### src/mflc_pkg.sv
`timescale 1ns / 1ps
// Shared types, constants and helpers for the multi-floor lift controller.
// No dependencies; every other file of the block imports this package.
package mflc_pkg;

   localparam int MAX_STATIONS = 16;
   localparam int STN_W        = 4;   // station number
   localparam int CNT_W        = 5;   // station count register
   localparam int DELAY_W      = 24;  // move / dwell delay registers
   localparam int ELAPSED_W    = 16;  // elapsed time of one tick
   localparam int TIMER_W      = 26;  // signed travel / dwell timers
   localparam int CSR_IDX_W    = 2;

   localparam logic [CNT_W-1:0]   STATION_COUNT_RST = CNT_W'(16);
   localparam logic [DELAY_W-1:0] MOVE_DELAY_RST    = DELAY_W'(1000);
   localparam logic [DELAY_W-1:0] DWELL_DELAY_RST   = DELAY_W'(2000);

   typedef enum logic [CSR_IDX_W-1:0] {
      CSR_STATION_COUNT = 2'd0,
      CSR_MOVE_DELAY    = 2'd1,
      CSR_DWELL_DELAY   = 2'd2
   } csr_index_type;

   typedef enum logic {
      MODE_TICK = 1'b0,
      MODE_CALL = 1'b1
   } mode_type;

   typedef enum logic [1:0] {
      DOOR_NONE  = 2'd0,
      DOOR_CLOSE = 2'd1,
      DOOR_OPEN  = 2'd2
   } door_cmd_type;

   typedef enum logic [1:0] {
      LIGHT_NONE = 2'd0,
      LIGHT_OFF  = 2'd1,
      LIGHT_ON   = 2'd2
   } light_cmd_type;

   typedef enum logic [2:0] {
      PH_WAITING = 3'd0,
      PH_CLOSING = 3'd1,
      PH_MOVING  = 3'd2,
      PH_OPENING = 3'd3,
      PH_DWELL   = 3'd4
   } phase_type;

   typedef struct packed {
      logic [CNT_W-1:0]   station_count;
      logic [DELAY_W-1:0] move_delay;
      logic [DELAY_W-1:0] dwell_delay;
   } cfg_type;

   typedef struct packed {
      logic                 mode;
      logic [STN_W-1:0]     call_station;
      logic [ELAPSED_W-1:0] elapsed_time;
      logic                 door_is_open;
   } req_type;

   typedef struct packed {
      door_cmd_type     door_command;
      light_cmd_type    light_command;
      phase_type        lift_state;
      logic [STN_W-1:0] current_station;
      logic             moving_up;
      logic             arrived;
   } rsp_type;

   typedef struct packed {
      logic [MAX_STATIONS-1:0]   call_bits;
      logic [STN_W-1:0]          position;
      logic [STN_W-1:0]          target;
      logic                      target_valid;
      logic                      heading_up;
      phase_type                 phase;
      logic signed [TIMER_W-1:0] travel_timer;
      logic signed [TIMER_W-1:0] dwell_timer;
   } lift_state_type;

   // nearest calls around the current station
   typedef struct packed {
      logic             upper_found;
      logic [STN_W-1:0] upper;
      logic             lower_found;
      logic [STN_W-1:0] lower;
   } search_type;

   // saturate a one-bit-wider timer result back to timer range
   function automatic logic signed [TIMER_W-1:0] sat_timer(input logic signed [TIMER_W:0] v);
      logic signed [TIMER_W-1:0] r;
      r = v[TIMER_W-1:0];
      if (v[TIMER_W] != v[TIMER_W-1]) begin
         r = v[TIMER_W] ? {1'b1, {(TIMER_W-1){1'b0}}} : {1'b0, {(TIMER_W-1){1'b1}}};
      end
      return r;
   endfunction

endpackage

### src/mflc_if.sv
`timescale 1ns / 1ps
// Handshake channels of the lift controller: request, response and CSR write.
// Depends on mflc_pkg for field widths.
interface mflc_req_if import mflc_pkg::*; ();
   logic                 valid;
   logic                 ready;
   logic                 mode;
   logic [STN_W-1:0]     call_station;
   logic [ELAPSED_W-1:0] elapsed_time;
   logic                 door_is_open;
   modport source (output valid, mode, call_station, elapsed_time, door_is_open, input ready);
   modport sink   (input valid, mode, call_station, elapsed_time, door_is_open, output ready);
endinterface

interface mflc_rsp_if import mflc_pkg::*; ();
   logic             valid;
   logic             ready;
   logic [1:0]       door_command;
   logic [1:0]       light_command;
   logic [2:0]       lift_state;
   logic [STN_W-1:0] current_station;
   logic             moving_up;
   logic             arrived;
   modport source (output valid, door_command, light_command, lift_state, current_station,
                   moving_up, arrived, input ready);
   modport sink   (input valid, door_command, light_command, lift_state, current_station,
                   moving_up, arrived, output ready);
endinterface

interface mflc_csr_if import mflc_pkg::*; ();
   logic                 valid;
   logic                 ready;
   logic [CSR_IDX_W-1:0] index;
   logic [DELAY_W-1:0]   data;
   modport source (output valid, index, data, input ready);
   modport sink   (input valid, index, data, output ready);
endinterface

### src/mflc_search.sv
`timescale 1ns / 1ps
// Priority encoders that find the nearest pending call at or above (lower
// numbers) and at or below (higher numbers) the current station. Uses mflc_pkg.
module mflc_search import mflc_pkg::*; (
   input  logic [MAX_STATIONS-1:0] call_bits,
   input  logic [STN_W-1:0]        position,
   input  logic [CNT_W-1:0]        station_count,
   output search_type              srch
);

   logic [CNT_W-1:0]        used;
   logic [MAX_STATIONS-1:0] upper_mask;
   logic [MAX_STATIONS-1:0] lower_mask;

   assign used = (station_count > CNT_W'(MAX_STATIONS)) ? CNT_W'(MAX_STATIONS) : station_count;

   always_comb begin
      for (int i = 0; i < MAX_STATIONS; i++) begin
         // upward search has no station-count limit, downward search does
         upper_mask[i] = call_bits[i] && (STN_W'(i) <= position);
         lower_mask[i] = call_bits[i] && (STN_W'(i) >= position) && (CNT_W'(i) < used);
      end
   end

   always_comb begin
      srch = '0;
      for (int i = 0; i < MAX_STATIONS; i++) begin
         if (upper_mask[i]) begin
            srch.upper_found = 1'b1;
            srch.upper       = STN_W'(i);
         end
      end
      for (int i = MAX_STATIONS - 1; i >= 0; i--) begin
         if (lower_mask[i]) begin
            srch.lower_found = 1'b1;
            srch.lower       = STN_W'(i);
         end
      end
   end

endmodule

### src/mflc_step.sv
`timescale 1ns / 1ps
// Next-state and response logic for one request of the lift controller.
// Uses mflc_pkg; takes the call search result from mflc_search.
module mflc_step import mflc_pkg::*; (
   input  lift_state_type state,
   input  cfg_type        cfg,
   input  req_type        req,
   input  search_type     srch,
   output lift_state_type state_in,
   output rsp_type        rsp
);

   logic [CNT_W-1:0]            used;
   logic signed [TIMER_W:0]     travel_diff;
   logic signed [TIMER_W-1:0]   travel_sat;
   logic signed [TIMER_W:0]     travel_sum;
   logic signed [TIMER_W:0]     dwell_diff;
   logic signed [TIMER_W-1:0]   dwell_sat;
   logic                        blocked;
   logic [STN_W-1:0]            next_pos;
   logic                        dest_found;
   logic [STN_W-1:0]            dest;
   logic                        dest_heading;

   assign used = (cfg.station_count > CNT_W'(MAX_STATIONS)) ?
                 CNT_W'(MAX_STATIONS) : cfg.station_count;

   assign travel_diff = (TIMER_W+1)'(state.travel_timer) - (TIMER_W+1)'(req.elapsed_time);
   assign travel_sat  = sat_timer(travel_diff);
   assign travel_sum  = (TIMER_W+1)'(travel_sat) + (TIMER_W+1)'(cfg.move_delay);
   assign dwell_diff  = (TIMER_W+1)'(state.dwell_timer) - (TIMER_W+1)'(req.elapsed_time);
   assign dwell_sat   = sat_timer(dwell_diff);

   // ends of the shaft stop the car regardless of station count
   assign blocked  = state.heading_up ? (state.position == '0)
                                      : (state.position == STN_W'(MAX_STATIONS - 1));
   assign next_pos = blocked ? state.position
                   : (state.heading_up ? state.position - 1'b1 : state.position + 1'b1);

   // keep going in the current direction, else turn around
   always_comb begin
      dest_heading = state.heading_up;
      if (!state.heading_up) begin
         if (srch.lower_found) begin
            dest_found = 1'b1;
            dest       = srch.lower;
         end else begin
            dest_found   = srch.upper_found;
            dest         = srch.upper;
            dest_heading = 1'b1;
         end
      end else begin
         if (srch.upper_found) begin
            dest_found = 1'b1;
            dest       = srch.upper;
         end else begin
            dest_found   = srch.lower_found;
            dest         = srch.lower;
            dest_heading = 1'b0;
         end
      end
   end

   always_comb begin
      state_in          = state;
      rsp.door_command  = DOOR_NONE;
      rsp.light_command = LIGHT_NONE;
      rsp.arrived       = 1'b0;

      if (req.mode == MODE_CALL) begin
         if (CNT_W'(req.call_station) < used) begin
            state_in.call_bits = state.call_bits | (MAX_STATIONS'(1) << req.call_station);
         end
      end else begin
         case (state.phase)
            PH_CLOSING: begin
               if (!req.door_is_open) begin
                  state_in.phase        = PH_MOVING;
                  state_in.travel_timer = TIMER_W'(cfg.move_delay);
                  rsp.light_command     = LIGHT_OFF;
               end
            end
            PH_MOVING: begin
               state_in.travel_timer = travel_sat;
               if (travel_sat < 0) begin
                  state_in.position = next_pos;
                  if (blocked || !state.target_valid || next_pos == state.target) begin
                     state_in.target_valid = 1'b0;
                     state_in.phase        = PH_OPENING;
                     state_in.call_bits    = state.call_bits & ~(MAX_STATIONS'(1) << next_pos);
                     rsp.door_command      = DOOR_OPEN;
                     rsp.arrived           = 1'b1;
                  end else begin
                     state_in.travel_timer = sat_timer(travel_sum);
                  end
               end
            end
            PH_OPENING: begin
               if (req.door_is_open) begin
                  state_in.phase       = PH_DWELL;
                  state_in.dwell_timer = TIMER_W'(cfg.dwell_delay);
               end
            end
            PH_DWELL: begin
               state_in.dwell_timer = dwell_sat;
               if (dwell_sat < 0) begin
                  state_in.phase        = PH_WAITING;
                  state_in.target_valid = 1'b0;
                  rsp.light_command     = LIGHT_ON;
               end
            end
            default: begin
               state_in.phase      = PH_WAITING;
               state_in.heading_up = dest_heading;
               if (dest_found && dest == state.position) begin
                  // call at own station: serve it in place
                  state_in.target_valid = 1'b0;
                  state_in.call_bits    = state.call_bits & ~(MAX_STATIONS'(1) << state.position);
               end else if (dest_found) begin
                  state_in.target       = dest;
                  state_in.target_valid = 1'b1;
                  state_in.phase        = PH_CLOSING;
                  rsp.door_command      = DOOR_CLOSE;
               end else begin
                  state_in.target_valid = 1'b0;
               end
            end
         endcase
      end

      rsp.lift_state      = state_in.phase;
      rsp.current_station = state_in.position;
      rsp.moving_up       = state_in.heading_up;
   end

endmodule

### src/multi_floor_lift_controller_core.sv
`timescale 1ns / 1ps
// Multi-floor lift controller top level: CSR bank, request register, state
// and response register. Uses mflc_pkg, mflc_if, mflc_search and mflc_step.
//
// Usage:
//   req_chan  - one request per handshake: a call button press (mode 1) that
//               latches a call for call_station, or a time tick (mode 0) that
//               advances the controller by elapsed_time with the reported door.
//   rsp_chan  - exactly one response per request, in request order: door and
//               light commands, phase, station, direction and arrival flag.
//   csr_chan  - writes station_count (0), move_delay (1), dwell_delay (2);
//               always ready, index 3 is ignored. Write only while idle.
// Timing: an accepted request is held in the input register, and its response
//   is registered from it into the response register once that register is
//   free. One request per cycle is sustained while rsp_chan.ready stays high:
//   the whole step is a single pass through the call encoders and the timer
//   adders.
// Reset (synchronous): no calls, station 0, heading down, waiting, timers
//   zero, registers back to 16 / 1000 / 2000; both channels empty.
// Stall: while rsp_chan.ready is low the response holds, the input register
//   keeps one more request and req_chan.ready drops once both are full.
module multi_floor_lift_controller_core import mflc_pkg::*; (
   input logic         clock,
   input logic         reset,
   mflc_req_if.sink    req_chan,
   mflc_rsp_if.source  rsp_chan,
   mflc_csr_if.sink    csr_chan
);

   cfg_type        cfg_ff;
   lift_state_type state_ff;
   lift_state_type state_in;
   logic           in_valid_ff;
   req_type        in_data_ff;
   logic           rsp_valid_ff;
   rsp_type        rsp_data_ff;
   rsp_type        rsp_in;
   search_type     srch;
   logic           advance;
   logic           fire;

   assign advance        = !rsp_valid_ff || rsp_chan.ready;
   assign fire           = in_valid_ff && advance;
   assign req_chan.ready = !in_valid_ff || advance;
   assign csr_chan.ready = 1'b1;

   mflc_search u_search (
      .call_bits     (state_ff.call_bits),
      .position      (state_ff.position),
      .station_count (cfg_ff.station_count),
      .srch          (srch)
   );

   mflc_step u_step (
      .state    (state_ff),
      .cfg      (cfg_ff),
      .req      (in_data_ff),
      .srch     (srch),
      .state_in (state_in),
      .rsp      (rsp_in)
   );

   always_ff @(posedge clock) begin
      if (reset) begin
         in_valid_ff           <= 1'b0;
         rsp_valid_ff          <= 1'b0;
         cfg_ff.station_count  <= STATION_COUNT_RST;
         cfg_ff.move_delay     <= MOVE_DELAY_RST;
         cfg_ff.dwell_delay    <= DWELL_DELAY_RST;
         state_ff.call_bits    <= '0;
         state_ff.position     <= '0;
         state_ff.target       <= '1;
         state_ff.target_valid <= 1'b0;
         state_ff.heading_up   <= 1'b0;
         state_ff.phase        <= PH_WAITING;
         state_ff.travel_timer <= '0;
         state_ff.dwell_timer  <= '0;
      end else begin
         if (req_chan.ready) begin
            in_valid_ff <= req_chan.valid;
         end
         if (advance) begin
            rsp_valid_ff <= in_valid_ff;
         end
         if (fire) begin
            state_ff <= state_in;
         end
         if (csr_chan.valid) begin
            case (csr_index_type'(csr_chan.index))
               CSR_STATION_COUNT: cfg_ff.station_count <= csr_chan.data[CNT_W-1:0];
               CSR_MOVE_DELAY:    cfg_ff.move_delay    <= csr_chan.data;
               CSR_DWELL_DELAY:   cfg_ff.dwell_delay   <= csr_chan.data;
               default: ;
            endcase
         end
      end
   end

   always_ff @(posedge clock) begin
      if (req_chan.ready && req_chan.valid) begin
         in_data_ff.mode         <= req_chan.mode;
         in_data_ff.call_station <= req_chan.call_station;
         in_data_ff.elapsed_time <= req_chan.elapsed_time;
         in_data_ff.door_is_open <= req_chan.door_is_open;
      end
      if (fire) begin
         rsp_data_ff <= rsp_in;
      end
   end

   assign rsp_chan.valid           = rsp_valid_ff;
   assign rsp_chan.door_command    = rsp_data_ff.door_command;
   assign rsp_chan.light_command   = rsp_data_ff.light_command;
   assign rsp_chan.lift_state      = rsp_data_ff.lift_state;
   assign rsp_chan.current_station = rsp_data_ff.current_station;
   assign rsp_chan.moving_up       = rsp_data_ff.moving_up;
   assign rsp_chan.arrived         = rsp_data_ff.arrived;

endmodule

### src/flat_wrapper.sv
// flat-port wrapper written by rule: the top's interface ports become plain ports
module multi_floor_lift_controller_core_flat import mflc_pkg::*;
  (clock, reset, req_chan_valid, req_chan_mode, req_chan_call_station, req_chan_elapsed_time, req_chan_door_is_open, req_chan_ready, rsp_chan_valid, rsp_chan_door_command, rsp_chan_light_command, rsp_chan_lift_state, rsp_chan_current_station, rsp_chan_moving_up, rsp_chan_arrived, rsp_chan_ready, csr_chan_valid, csr_chan_index, csr_chan_data, csr_chan_ready);
  mflc_req_if req_chan_i ();
  mflc_rsp_if rsp_chan_i ();
  mflc_csr_if csr_chan_i ();
  input logic clock;
  input logic reset;
  input wire logic [$bits(req_chan_i.valid)-1:0] req_chan_valid;
  input wire logic [$bits(req_chan_i.mode)-1:0] req_chan_mode;
  input wire logic [$bits(req_chan_i.call_station)-1:0] req_chan_call_station;
  input wire logic [$bits(req_chan_i.elapsed_time)-1:0] req_chan_elapsed_time;
  input wire logic [$bits(req_chan_i.door_is_open)-1:0] req_chan_door_is_open;
  output wire logic [$bits(req_chan_i.ready)-1:0] req_chan_ready;
  output wire logic [$bits(rsp_chan_i.valid)-1:0] rsp_chan_valid;
  output wire logic [$bits(rsp_chan_i.door_command)-1:0] rsp_chan_door_command;
  output wire logic [$bits(rsp_chan_i.light_command)-1:0] rsp_chan_light_command;
  output wire logic [$bits(rsp_chan_i.lift_state)-1:0] rsp_chan_lift_state;
  output wire logic [$bits(rsp_chan_i.current_station)-1:0] rsp_chan_current_station;
  output wire logic [$bits(rsp_chan_i.moving_up)-1:0] rsp_chan_moving_up;
  output wire logic [$bits(rsp_chan_i.arrived)-1:0] rsp_chan_arrived;
  input wire logic [$bits(rsp_chan_i.ready)-1:0] rsp_chan_ready;
  input wire logic [$bits(csr_chan_i.valid)-1:0] csr_chan_valid;
  input wire logic [$bits(csr_chan_i.index)-1:0] csr_chan_index;
  input wire logic [$bits(csr_chan_i.data)-1:0] csr_chan_data;
  output wire logic [$bits(csr_chan_i.ready)-1:0] csr_chan_ready;
  assign req_chan_i.valid = req_chan_valid;
  assign req_chan_i.mode = req_chan_mode;
  assign req_chan_i.call_station = req_chan_call_station;
  assign req_chan_i.elapsed_time = req_chan_elapsed_time;
  assign req_chan_i.door_is_open = req_chan_door_is_open;
  assign req_chan_ready = req_chan_i.ready;
  assign rsp_chan_valid = rsp_chan_i.valid;
  assign rsp_chan_door_command = rsp_chan_i.door_command;
  assign rsp_chan_light_command = rsp_chan_i.light_command;
  assign rsp_chan_lift_state = rsp_chan_i.lift_state;
  assign rsp_chan_current_station = rsp_chan_i.current_station;
  assign rsp_chan_moving_up = rsp_chan_i.moving_up;
  assign rsp_chan_arrived = rsp_chan_i.arrived;
  assign rsp_chan_i.ready = rsp_chan_ready;
  assign csr_chan_i.valid = csr_chan_valid;
  assign csr_chan_i.index = csr_chan_index;
  assign csr_chan_i.data = csr_chan_data;
  assign csr_chan_ready = csr_chan_i.ready;
  multi_floor_lift_controller_core u_core (.clock(clock), .reset(reset), .req_chan(req_chan_i), .rsp_chan(rsp_chan_i), .csr_chan(csr_chan_i));
endmodule
### config.mk
export PLATFORM = sky130hd
export DESIGN_NAME = multi_floor_lift_controller_core_flat
export DESIGN_NICKNAME = d
export VERILOG_FILES = /design/src/mflc_pkg.sv /design/src/mflc_if.sv /design/src/mflc_search.sv /design/src/mflc_step.sv /design/src/multi_floor_lift_controller_core.sv /design/src/flat_wrapper.sv
export SDC_FILE = /design/constraint.sdc
export NUM_CORES = 1
export LEC_CHECK = 0
export ABC_CLOCK_PERIOD_IN_PS = 7550
export BUFFER_PORTS_ARGS = -buffer_cell sky130_fd_sc_hd__buf_2
export CORE_MARGIN = 1
export CORE_UTILIZATION = 35
export CTS_CLUSTER_SIZE = 14
export DETAILED_ROUTE_END_ITERATION = 8
export SLEW_MARGIN = 20
export SYNTH_ARGS = -nofsm -noshare
export SYNTH_HDL_FRONTEND = slang
export SYNTH_SLANG_ARGS = --single-unit
### constraint.sdc
create_clock -name clock -period 7.55 [get_ports clock]
set_clock_uncertainty 0.05 [all_clocks]
set_input_delay 0 -clock clock [delete_from_list [all_inputs] [get_ports clock]]
set_output_delay 0 -clock clock [all_outputs]
set_load 0.01 [all_outputs]
# Word-level counts from Yosys, hierarchy flattened
# Cells that the tools add are included.
dict set report totals {
  ff_bits 171
  latchBits 0
  ram_bits 0
  mem_bits_ro 0
  input_bits 53
  n_memories 0
}
dict set report op_classes {
  addsub 5
  multipliers 0
  div_mod_pow 0
  magnitude_cmp 52
  eq_ne 21
  shifts 3
  muxes 90
  bitwise 11
  reduce_logical 75
}
# operator n
set ops {}
lappend ops {{26-bit two-way mux} 8}
lappend ops {{5-bit two-way mux} 33}
lappend ops {{26-bit one-hot mux with 2 select lines} 2}
lappend ops {{65-bit two-way mux} 1}
lappend ops {{16-bit two-way mux} 4}
lappend ops {{29-bit two-way mux} 2}
lappend ops {{26-bit by 17-bit subtractor with 27-bit output} 2}
lappend ops {{26-bit by 1-bit less-than comparator with 1-bit output, second input constant} 2}
lappend ops {{1-bit logical AND} 51}
lappend ops {{1-bit by 4-bit left shift with 16-bit output, first input constant} 3}
lappend ops {{4-bit by 5-bit less-than comparator with 1-bit output, first input constant} 8}
lappend ops {{4-bit two-way mux} 9}
lappend ops {{16-bit AND} 2}
lappend ops {{4-bit >= comparator, first input constant} 8}
lappend ops {{4-bit less-or-equal comparator, first input constant} 8}
lappend ops {{16-bit inverter} 2}
lappend ops {{16-bit one-hot mux with 2 select lines} 1}
lappend ops {{26-bit by 25-bit adder with 27-bit output} 1}
lappend ops {{3-bit by 5-bit less-than comparator with 1-bit output, first input constant} 4}
lappend ops {{20-bit two-way mux} 1}
lappend ops {{1-bit two-way mux} 19}
lappend ops {{3-bit by 4-bit >= comparator with 1-bit output, first input constant} 4}
lappend ops {{3-bit by 4-bit less-or-equal comparator with 1-bit output, first input constant} 4}
lappend ops {{16-bit bitwise OR} 1}
lappend ops {{40 further kinds} 77}

# Longest topological paths before layout
dict set report logic_depth {
  depth_word 27
  mapped_depth 29
}

# Modules after synthesis
# From an unflattened synthesis, not the netlist that was laid out.
dict set report hier_totals {
  cells_unflattened 1773
  hier_area_um2 14031.0
}
# module instances cells_per_inst area_each_um2
set modules_own_cells {}
lappend modules_own_cells {multi_floor_lift_controller_core 1 622 6637.6}
lappend modules_own_cells {mflc_step 1 990 6397.4}
lappend modules_own_cells {mflc_search 1 161 996.0}

# Worst setup path after synthesis
# OpenSTA, ideal clock, no wires.
dict set report synth_timing {
  path_kind {register to register}
  startpoint {reg u_core.in_data_ff[2] in the netlist's numbering}
  endpoint {reg u_core.state_ff[48] in the netlist's numbering}
  setup_ps 122
  t_arrival_ps 6056
  t_required_ps 7378
  path_slack_ps 1322
  path_stages_with_launch 27
  synth_period_minus_slack_ps 6228
  cell_sequence {edfxtp_1 inv_1 ha_1 nor2b_1 o2111ai_1 a31oi_1 o21ai_0 a311oi_1 nor3_1 nand3_1 xnor2_1 ha_1 clkbuf_1 clkbuf_1 o21ai_0 ha_1 fa_1 a21oi_1 o21bai_1 a2111oi_2 o21ai_1 a41oi_2 nor3b_1 or2_2 a21o_1 buf_2 a221o_1}
}
dict set report synth_via {
  elab_chain_len 9
  word_cells_on_any_way 12
  classes_between {add/sub: 2; order compare: 1; eq/ne: 2; mux: 7}
}
# item line_no
set synth_rtl {}
lappend synth_rtl {{start, declared} multi_floor_lift_controller_core.sv:34} ;# req_type in_data_ff;
lappend synth_rtl {{26-bit by 17-bit subtractor with 27-bit output (*)} mflc_step.sv:28} ;# assign travel_diff = (TIMER_W+1)'(state.travel_timer) - (TIMER_W+1)'(req.elapsed_time);
lappend synth_rtl {{26-bit two-way mux / 1-bit inequality test (equally long branches)} {mflc_pkg.sv:95, mflc_pkg.sv:94}}
lappend synth_rtl {{26-bit two-way mux (*)} mflc_pkg.sv:94} ;# if (v[TIMER_W] != v[TIMER_W-1]) begin
lappend synth_rtl {{26-bit by 25-bit adder with 27-bit output} mflc_step.sv:30} ;# assign travel_sum = (TIMER_W+1)'(travel_sat) + (TIMER_W+1)'(cfg.move_delay);
lappend synth_rtl {{26-bit two-way mux / 1-bit inequality test (equally long branches)} {mflc_pkg.sv:95, mflc_pkg.sv:94}}
lappend synth_rtl {{26-bit two-way mux} mflc_pkg.sv:94}
lappend synth_rtl {{26-bit two-way mux} mflc_step.sv:87} ;# if (blocked || !state.target_valid || next_pos == state.target) begin
lappend synth_rtl {{29-bit two-way mux (*)} mflc_step.sv:85} ;# if (travel_sat < 0) begin
lappend synth_rtl {{26-bit one-hot mux with 2 select lines (*)} mflc_step.sv:75} ;# case (state.phase)
lappend synth_rtl {{end signal, assigned} multi_floor_lift_controller_core.sv:86} ;# state_ff <= state_in;
lappend synth_rtl {{end, declared} multi_floor_lift_controller_core.sv:31} ;# lift_state_type state_ff;
# Every way passes the cells marked *; elsewhere a longest branch is shown, timed or not.
# A chain may end at the register's enable or synchronous reset.

# Worst setup path after layout
dict set report layout_timing {
  startpoint {reg u_core.in_data_ff[1] in the netlist's numbering}
  endpoint {reg u_core.state_ff[35] in the netlist's numbering}
}
# The elaborated chain is that of the path after synthesis.

==> results.cfg <==
[flow_run]
maxCapViolCount = 0

[sta]
tns_ns = 0
finalMaxSlewViolations = 0
finalSetupViolCount = 0
period_share_pct = 92.77
maxSlewHeadroom_pct = 28.91
rsz0062_at_grt = false
fmax_ghz = 0.1428
hold_ws_ns = 0.08865
max_slew.worst_pin.slew_ns = 1.066
fin_crit_ns = 7.004
hold_violations = 0

[die]
io_pins = 69
dieArea_mm2 = 0.03704
die_h_um = 192.5
core-area_mm2 = 0.03566
die_x_um = 192.5
start_util_pct = 35.60
std_cell_rows = 69

[global_routing]
grt_usage_pct = 22.25
grt_max_degree = 73
grt_pass1_wl_um = 64560
grt_pass1_vias = 11679
antenna_found_initial = 0
overflow = 0

[placed_design]
gp_congestion = 0.9172
port-buffer-count = 67
dp.cells = 2074
placed_area_mm2 = 0.01338
dp_hpwl_um = 29600

[setup_path]
crit_top_cell = a21oi_1
crit_family = compound AO/OA/AOI/OAI gates
critical_path.max_fanout = 14
max_stage_delay_ns = 0.44
path_buf_inv = 6
critical_path_class = flip-flop to flip-flop
ff2ff_setup_slack_ns = 0.55
critPathSlowestCell = inv_1
cp-start-kind = flip-flop
cp.arrival_ns = 7.33
crit_path_end_kind = flip-flop
cp.required_ns = 7.88

[detailed_routing]
drtIter0Drc = 1116
wire_per_inst_um = 19.00
vias = 12508
wl_um = 41010
first_pass_iters = 7
viasPerCell = 5.793
detail-route-antenna-nets = 0
drc = 5

[synth]
synth_cells = 1614
ys_types = 109
synthArstFlopShare_pct = 0
yosys_most_used_dff = dfxtp_1
seq_area_frac_synth_pct = 29.73
synth_area_leaders = dfxtp_1 21%, edfxtp_1 8.3%, a21oi_1 7.6%
synth.avg_cell_area_um2 = 7.865
post-synth-top-area-cell = dfxtp_1
synth-seq-cells = 171
synth_area_mm2 = 0.01269
synth_edf_count = 35
synth_fp_nets = 1742
synthDominantCellAreaShare_pct = 21.45
ys_warn_count = 0

[power_and_ir_drop]
leakagePower_uw = 0.005647
power_density_mw_per_mm2 = 161.0
ir_drop_mv = 0.1614

[clock_tree]
cts_tree = done
clockBufferDepth = 2
root_buffer = clkbuf_16
clk_pin_slew_worst_paths_ns = 0.08
cts_buffers = 17
htreeDepth = 4
insertion_delay_ns = 0.45
clock-sinks = 171
cts_setup_buffers = 0

[finish]
fin_nets = 1813
drive_above_1_share_pct = 10.78
fin_area_mm2 = 0.01452
syn2layout_area_growth_pct = 14.41
multi_input_area_mm2 = 0.008293
final-seq-area_mm2 = 0.003774
fin_cells = 2159
utilization_pct = 40.73
antennaDiodeCount = 0
fill_cells = 3622

[worst_hold_path]
hold_path_class = input pin to flip-flop

[outcome]
failed_checks = DRC
outcome = finished, violations left
==> synth_stat cells, drive strengths merged, types with 31 or more instances <==
cell type / number
a21o: 34
a21oi: 195
clkbuf: 61
dfxtp: 136
edfxtp: 35
ha: 72
inv: 59
nand2: 200
nand3: 62
nor2: 116
nor3: 34
o21ai: 114
o221ai: 31
xnor2: 42
==> sequential cells by signal (all words and copies together), names as in the netlist <==
register,count
u_core.rsp_chan.door_command,2
u_core.rsp_chan.lift_state,3
u_core.state_ff,81
u_core.rsp_chan.current_station,4
u_core.cfg_ff,53
u_core.rsp_chan.moving_up,1
u_core.rsp_chan.valid,1
u_core.in_data_ff,22
u_core.rsp_chan.arrived,1
u_core.rsp_chan.light_command,2
u_core.in_valid_ff,1
==> tightest hold or removal path, stage by stage <==
cell	delay [ns]
buf_2	0.12
nor3b_1	0.23
o211ai_1	0.19
==> path summary, 6_finish.rpt <==
kind / end / start / depth (start not counted)
worst min-delay path: u_core.cfg_ff[52]$_SDFFE_PP1P_ / csr_chan_valid / 3
worst max register to register: u_core.state_ff[35]$_SDFFE_PP0P_ / u_core.in_data_ff[1]$_DFFE_PP_ / 28
worst max-delay path: u_core.state_ff[35]$_SDFFE_PP0P_ / u_core.in_data_ff[1]$_DFFE_PP_ / 28
worst min register to register: u_core.state_ff[8]$_SDFFE_PP0P_ / u_core.state_ff[8]$_SDFFE_PP0P_ / 2
==> routing by layer <==
metal	track usage (%)	part of all wire, %
met1	30.27	46
met2	36.10	46
met3	2.364	5.4
met4	8.298	3.0
met5	0	0
==> layout by cell type, fill, tap and decap left out, types with 8 or more instances in the layout <==
cell type,count
xor2_1,24
o211ai_1,21
nor4_1,9
o21a_1,14
buf_4,24
a211oi_1,15
nor3_1,28
and2_1,13
and3_1,15
a211oi_2,11
o31ai_1,10
a31oi_1,24
a21oi_1,192
nor2_1,113
ha_1,72
a21o_1,33
inv_1,59
or3_1,15
dfxtp_1,136
clkbuf_16,18
o22ai_1,20
nor2b_1,16
dlygate4sd3_1,52
xnor2_1,41
edfxtp_1,35
nor3b_1,21
o221ai_1,31
o21ai_0,103
nand2b_1,17
nand3_1,61
buf_2,66
nand2_1,199
o21ai_1,8
==> per-stage QoR <==
| step | setup WS, ns | power [uW] |
|---|---|---|
| 6_report | 0.5458 | 2338 |
| 5_1_grt | 0.03873 | 2433 |
| 4_1_cts | 0.5463 | 2352 |
| 3_5_place_dp | 0.5913 | 1400 |
| 3_3_place_gp | 0.7931 | 1399 |
| 2_1_floorplan | 1.322 | 1279 |
==> area by class of cell <==
type / instances / share of cell area [%]
Clock buffer: 19 / 3.196
Clock inverter: 13 / 0.9993
Inverter: 61 / 1.577
Multi-Input combinational cell: 1291 / 57.10
Sequential cell: 171 / 25.98
Tap cell: 461 / 3.971
Timing Repair Buffer: 143 / 7.176
==> power breakdown <==
group / switching, uW / internal (uW)
logic: 258 / 168
clock network: 431 / 499
registers: 26.5 / 956
total: 715 / 1620
==> cells by family after synthesis <==
group	Yosys count	share of synthesized area [%]
other	1	0.02954
and+or+nand+nor	559	21.64
DFF	171	29.73
AOI/OAI and AO/OA	583	30.68
buffers and inverters	152	5.086
muxes	6	0.4731
adders and majority gates	75	7.569
xor gates and xnor gates	67	4.790
==> repair_timing <==
| action | in CTS | in global routing |
|---|---|---|
| endpoints found under the hold margin | 87 | 0 |
| setup endpoints to repair | 0 | 9 |
| resized for setup | 0 | 1 |
| hold buffers | 52 | 0 |
Power figures use the tool's default switching activity.
